--- src/hw/rtl/conv3x3_image_filter_unit_defines.svh ---
// assertion macros shared by the convolution filter rtl
`ifndef CONV3X3_IMAGE_FILTER_UNIT_DEFINES_SVH
`define CONV3X3_IMAGE_FILTER_UNIT_DEFINES_SVH
`ifndef SYNTH
// property checked while reset is released
`define CV3_ASSERT(lbl, clk, rstn, prop) \
    lbl: assert property (@(posedge clk) disable iff (!(rstn)) (prop)) \
        else $error("cv3 assertion failed");
// property checked on every edge, reset included
`define CV3_ASSERT_ALWAYS(lbl, clk, prop) \
    lbl: assert property (@(posedge clk) (prop)) \
        else $error("cv3 assertion failed");
`else
`define CV3_ASSERT(lbl, clk, rstn, prop)
`define CV3_ASSERT_ALWAYS(lbl, clk, prop)
`endif
`endif

--- src/hw/rtl/cv3_pkg.sv ---
// shared types and constants of the 3x3 convolution filter
package cv3_pkg;

    localparam int DEF_MAX_WIDTH  = 2048;
    localparam int DEF_MAX_HEIGHT = 2048;

    localparam int PIX_W   = 8;
    localparam int COEF_W  = 16;
    localparam int PROD_W  = PIX_W + 1 + COEF_W;
    localparam int ROW_W   = PROD_W + 2;
    localparam int SUM_W   = ROW_W + 2;
    localparam int FRAC_W  = 8;
    localparam int DIM_W   = 12;
    localparam int DIM_MIN = 3;
    localparam int DIM_MAX = (1 << DIM_W) - 1;
    localparam int KROW_W  = 3 * COEF_W;

    localparam int CFG_IDX_W  = 3;
    localparam int CFG_DATA_W = KROW_W;

    // register indexes
    localparam logic [CFG_IDX_W-1:0] REG_IMAGE_WIDTH   = 3'd0;
    localparam logic [CFG_IDX_W-1:0] REG_IMAGE_HEIGHT  = 3'd1;
    localparam logic [CFG_IDX_W-1:0] REG_KERNEL_TOP    = 3'd2;
    localparam logic [CFG_IDX_W-1:0] REG_KERNEL_MIDDLE = 3'd3;
    localparam logic [CFG_IDX_W-1:0] REG_KERNEL_BOTTOM = 3'd4;

    // reset values
    localparam logic [DIM_W-1:0]  RST_IMAGE_WIDTH   = 12'd640;
    localparam logic [DIM_W-1:0]  RST_IMAGE_HEIGHT  = 12'd480;
    localparam logic [KROW_W-1:0] RST_KERNEL_TOP    = 48'h0;
    localparam logic [KROW_W-1:0] RST_KERNEL_MIDDLE = 48'h0000_0100_0000;
    localparam logic [KROW_W-1:0] RST_KERNEL_BOTTOM = 48'h0;

    localparam logic [PIX_W-1:0] PIX_MAX = 8'hff;

    typedef struct packed {
        logic [PIX_W-1:0] pixel_in;
        logic             is_padding;
    } in_item_t;

    typedef struct packed {
        logic [PIX_W-1:0] pixel_out;
        logic             frame_end;
    } out_item_t;

    // per-item sideband carried down the pipeline
    typedef struct packed {
        logic emit;
        logic pass;
        logic frame_end;
    } item_ctrl_t;

    // taps[line][age]: line 0 newest row (kernel bottom), age 0 newest column
    typedef logic [2:0][2:0][PIX_W-1:0] taps_t;

    // kernel rows, index 0 top
    typedef logic [2:0][KROW_W-1:0] krows_t;

endpackage

--- src/hw/rtl/cv3_mac.sv ---
// kernel multiply, row sums and saturation
module cv3_mac (
    input  logic                      clk,
    input  logic                      rstn,
    input  logic                      en,
    input  logic                      in_valid,
    input  cv3_pkg::item_ctrl_t       in_ctrl,
    input  cv3_pkg::taps_t            taps,
    input  cv3_pkg::krows_t           krows,
    output logic                      out_valid,
    output logic [cv3_pkg::PIX_W-1:0] out_pixel,
    output logic                      out_frame_end
);
    import cv3_pkg::*;

    logic signed [PROD_W-1:0] prod_next [3][3];
    logic signed [PROD_W-1:0] prod_reg  [3][3];
    logic                     a_valid_reg;
    item_ctrl_t               a_ctrl_reg;
    logic [PIX_W-1:0]         a_center_reg;

    logic signed [ROW_W-1:0]  row_next [3];
    logic signed [ROW_W-1:0]  row_reg  [3];
    logic                     b_valid_reg;
    item_ctrl_t               b_ctrl_reg;
    logic [PIX_W-1:0]         b_center_reg;

    logic signed [SUM_W-1:0]  sum;
    logic [PIX_W-1:0]         sat_pixel;

    // nine products: kernel row k uses tap line 2-k, coefficient c uses age 2-c
    always_comb begin
        for (int k = 0; k < 3; k++) begin
            for (int c = 0; c < 3; c++) begin
                prod_next[k][c] = $signed({1'b0, taps[2-k][2-c]})
                                * $signed(krows[k][COEF_W*c +: COEF_W]);
            end
        end
    end

    always_ff @(posedge clk) begin
        if (!rstn) begin
            a_valid_reg <= 1'b0;
        end else if (en) begin
            a_valid_reg <= in_valid;
        end
    end

    always_ff @(posedge clk) begin
        if (en) begin
            prod_reg     <= prod_next;
            a_ctrl_reg   <= in_ctrl;
            a_center_reg <= taps[1][1];
        end
    end

    // one sum per kernel row
    always_comb begin
        for (int k = 0; k < 3; k++) begin
            row_next[k] = ROW_W'(prod_reg[k][0]) + ROW_W'(prod_reg[k][1])
                        + ROW_W'(prod_reg[k][2]);
        end
    end

    always_ff @(posedge clk) begin
        if (!rstn) begin
            b_valid_reg <= 1'b0;
        end else if (en) begin
            b_valid_reg <= a_valid_reg;
        end
    end

    always_ff @(posedge clk) begin
        if (en) begin
            row_reg      <= row_next;
            b_ctrl_reg   <= a_ctrl_reg;
            b_center_reg <= a_center_reg;
        end
    end

    // full sum, floor shift by eight, clamp to pixel range
    assign sum = SUM_W'(row_reg[0]) + SUM_W'(row_reg[1]) + SUM_W'(row_reg[2]);

    always_comb begin
        if (sum[SUM_W-1]) begin
            sat_pixel = '0;
        end else if (|sum[SUM_W-2:FRAC_W+PIX_W]) begin
            sat_pixel = PIX_MAX;
        end else begin
            sat_pixel = sum[FRAC_W+PIX_W-1:FRAC_W];
        end
    end

    assign out_valid     = b_valid_reg;
    assign out_pixel     = b_ctrl_reg.pass ? b_center_reg : sat_pixel;
    assign out_frame_end = b_ctrl_reg.frame_end;

endmodule

--- config.mk ---
export PLATFORM = sky130hd
export DESIGN_NAME = cv3_mac
export DESIGN_NICKNAME = d
export VERILOG_FILES = /design/src/hw/rtl/conv3x3_image_filter_unit_defines.svh /design/src/hw/rtl/cv3_pkg.sv /design/src/hw/rtl/cv3_mac.sv
export SDC_FILE = /design/constraint.sdc
export NUM_CORES = 2
export LEC_CHECK = 0
export ABC_AREA = 1
export BUFFER_PORTS_ARGS = -buffer_cell sky130_fd_sc_hd__buf_4
export CORE_ASPECT_RATIO = 0.6
export CORE_MARGIN = 1
export CORE_UTILIZATION = 65
export DETAILED_ROUTE_END_ITERATION = 16
export GPL_ROUTABILITY_DRIVEN = 0
export PLACE_DENSITY = 0.83
export SYNTH_ARGS = -nofsm -noshare
export SYNTH_HDL_FRONTEND = slang
export SYNTH_SLANG_ARGS = --single-unit
--- constraint.sdc ---
create_clock -name clk -period 5.4 [get_ports clk]
set_input_delay 0.27 -clock clk [delete_from_list [all_inputs] [get_ports clk]]
set_output_delay 0.27 -clock clk [all_outputs]
set_load 0.005 [all_outputs]
# After elaboration in Yosys (flattened, before gate mapping)
# Index checks and enable logic that the tools add are counted.
# word_totals
regBits	328
latchBits	0
ramBits	0
romBits	0
out_inout_bits	10
memories	0
# op_classes
addsub	8
n_mul	9
n_div	0
magnitude_cmp	0
eq_ne	0
n_shift	0
n_mux	3
n_bitwise	0
reduce_logical	1
# op_table
operator	count
9-bit by 16-bit multiplier with 25-bit output	9
26-bit by 25-bit adder with 27-bit output	3
25-bit by 25-bit adder with 26-bit output	3
28-bit by 27-bit adder with 29-bit output	1
27-bit by 27-bit adder with 28-bit output	1
8-bit two-way mux	3
12-bit OR reduction	1

# Longest topological paths before layout
# depth
word_depth	6
depth_mapped	26
depth_no_buf	24

# Worst setup path before layout
# OpenSTA, ideal clock, no wires.
# synth_timing
path_type	input to register
startpoint	input taps[8] (netlist bit)
endpoint	register prod_reg[46] (netlist bit) (data pin)
setup_ns	0.259
t_arrival_ns	4.445
t_required_ns	5.141
slack_ns	0.696
path_stages	21
path_buffers	2
path_cell_list	clkbuf_1 > clkbuf_1 > nand2_1 > fa_1 > inv_1 > fa_1 > fa_1 > inv_1 > fa_1 > inv_1 > ha_1 > a21o_1 > nand3_1 > nand2_1 > a21oi_1 > inv_1 > a21oi_1 > o21bai_1 > nand3_1 > nand2_1 > xor2_1
# synth_lines
element	line_no	source
start: declaration	cv3_mac.sv:8	input cv3_pkg::taps_t taps,
end signal: assignment	cv3_mac.sv:51	prod_reg <= prod_next;
end: declaration	cv3_mac.sv:17	logic signed [PROD_W-1:0] prod_reg [3][3];

==> impl_metrics.yaml <==
logic_synthesis:
  seq_area_frac_synth: 0.163
  synth_common_cells: "2191 x inv_1, 1647 x nand2_1, 1022 x fa_1"
  yosys.area_share.simple: 0.133
  synth.top_cell.area_share: 0.339
  synth_flop_cell: "edfxtp_1"
  synth_xor_area_frac: 0.0423
  ys_async_sr_fraction: 0
  synth_adder_area_share: 0.453
  synth_top_cell_by_area: "fa_1"
  ys_types: 51
  postSynthCellCount: 7263
  syn_area_um2: 60400
  yosys_warnings: 0
  synth_top_family_by_area: "adder cells"
  synth-compound-area-share: 0.0540
  synth_nets: 9060
  yosysMostFrequentCell: "inv_1"
  synth_mux_area_frac: 0
  ys_ff_latch: 328
  synth_area_leaders: "fa_1 34%, edfxtp_1 16%, inv_1 14%"
  synth_area_per_cell_um2: 8.32
  synth-edff-count: 326
route:
  routed_wl_mm: 149
  vias_per_cell: 5.46
  ant_nets: 0
  num_vias: 46500
  first_iter_violations: 5113
  wl_per_cell_um: 17.5
  drt_pass1_iterations: 9
  drc: 0
sta:
  layout_min_cycle_time_ns: 4.57
  rsz0062_at_grt: "false"
  tightest_slew_ns: 1.02
  maxSlewViolCount: 0
  fin_crit_sh: 0.846
  finalSetupViolCount: 0
  fin_setup_tns_ns: 0
  fmax_mhz: 219
  hold_viol: 0
  finClkSkew_ns: 0.0497
  maxSlewHeadroom: 0.309
layout:
  largest_reg_flops: 225
  drive_gt1_frac: 0.0463
  seq_area_um2: 9830
  fill_cells: 6917
  multiInputGateArea_um2: 41200
  nNetsFinal: 9047
  synthToLayoutAreaGrowth_pct: 5.78
setup_path:
  reg2reg_depth: 11
  cp_cell_sequence: "buf_4 > nand2_1 > fa_1 > fa_1 > inv_1 > fa_1 > fa_1 > ha_1 > inv_1 > nor4_1 > o21ai_0 > nand3_1 > xor2_1"
  startpoint: "taps[0]"
  endpoint_kind: "flip-flop"
  worst_setup_path_start_kind: "input pin"
  r2r_slack_ns: 1.83
  cp_max_fo: 16
  crit_slowest_cell: "fa_1"
  critical_path.most_common_cell: "fa_1"
  worstSetupPathDepth: 13
  r2r_start: "prod_reg[76]"
  reg2reg_to: "row_reg[50]"
  cpLargestDelayFamily: "adder cells"
  worstSetupEndpoint: "prod_reg[24]"
  max_stage_delay_ns: 0.80
  worstPathRequired_ns: 5.77
  cp.arrival_ns: 4.94
  cp_num_buf_inv: 3
  crit_type: "input pin to flip-flop"
placement:
  port_buffers: 231
  dp_hpwl_mm: 125
clock_network:
  cts_buffers: 34
  clk_latency_ns: 0.60
  post_cts_resized: 0
  cts_tree: "built"
  clk_pin_slew_ns: 0.06
  cts.sinks: 328
  htree_levels: 2
  clock_path_buffers: 3
  cts-root-buf: "clkbuf_16"
global_routing:
  grt_max_degree: 121
  grt_pass1_vias: 47300
  overflow: 0
  gr-usage-all-layers: 0.327
  antenna_found_initial: 6
  grt_pass1_wl_mm: 245
die:
  initial_utilization: 0.658
  dieArea_um2: 94200
  ios: 233
  die_x_um: 396
  num_rows: 86
  core_region_area_um2: 91900
  die_y_um: 238
job:
  cap_violations: 0
hold_path:
  hp-class: "input pin to flip-flop"
outcome:
  status: "finished, final reports clean"
[metal layers]
metal / track usage / vias up / wire length [um]
li1: - / 21200 / -
met4: 0.0560 / 0 / 2760
met1: 0.503 / 22500 / 63500
met2: 0.474 / 2555 / 62200
met5: 0 / - / 0
met3: 0.0816 / 227 / 20600
[logic make-up (layout without fill, tap and decap cells)]
kind of cell	count (synthesis)	in the layout
other	0	5
flip-flops	328	328
buffers and inverters	2482	2494
AND/OR/NAND/NOR	2017	2017
adder cells (fa/ha/maj)	1574	1574
XOR/XNOR	292	292
AO/OA/AOI/OAI	570	570
[layout by cell type, fill, tap and decap left out, types with 10 or more instances in the layout]
cell       netlist  routed
a31oi_1         37      37
nor4_1          14      14
nand3_1        109     109
nand4_1         50      50
fa_1          1022    1022
o21ai_1         18      18
o21bai_1        26      26
inv_1         2191    2191
ha_1           552     552
buf_4            0     233
a21o_1          29      29
nor3_1          26      26
o21ai_0        110     110
a21oi_1        280     280
edfxtp_1       326     326
xor2_1         166     166
nor2_1         132     132
xnor2_1        126     126
o21a_1          13      13
nor2_2          10      10
nand2_1       1647    1647
clkbuf_16        0      34
[area by class of cell]
type	instances	area share
Multi-Input combinational cell	4453	0.645
Sequential cell	328	0.154
Inverter	2193	0.129
Timing Repair Buffer	240	0.0287
Tap cell	1232	0.0241
Clock buffer	36	0.0134
Clock inverter	25	0.00597
Antenna cell	5	0.000196
[worst min-delay path by stage]
stage	start	endpoint	slack, ns	cells after the start
finish	krows[96]	prod_reg[50]	0.05	3
global route	krows[48]	prod_reg[125]	0.06	3
CTS	krows[96]	prod_reg[50]	0.04	3
detailed placement	a_center_reg[1]	b_center_reg[1]	0.41	0
global placement	a_center_reg[1]	b_center_reg[1]	0.40	0
floorplan	taps[32]	a_center_reg[0]	0.37	0
[repair_timing]
action                                  CTS  global route
hold buffers                              5             0
endpoints found under the setup margin    0             0
buffers inserted                          0             0
endpoints found under the hold margin     4             0
[worst reg2reg max path: cells and delay by family (launching register included)]
kind                     cells  cell delay, ns
flip-flops                   1            0.52
buffers and inverters        1            0.07
AO/OA/AOI/OAI                6            1.35
XOR/XNOR                     1            0.15
adder cells (fa/ha/maj)      3            1.24
[through the flow]
step	setup WS (ns)	std cells	hold slack (ns)	util	area, um^2
after floorplan	0.696	7263	0.369	-	60400
after global placement	0.526	8441	0.403	0.681	62600
after detailed placement	0.439	8441	0.405	0.681	62600
after CTS	1.00	8507	0.0420	0.695	63900
after global routing	0.665	8511	0.0554	0.696	63900
final	0.834	8512	0.0518	0.696	63900
Power is left out: the tool's default activity adds up to more than one toggle a clock period on the data nets, which glitch-free logic cannot reach.
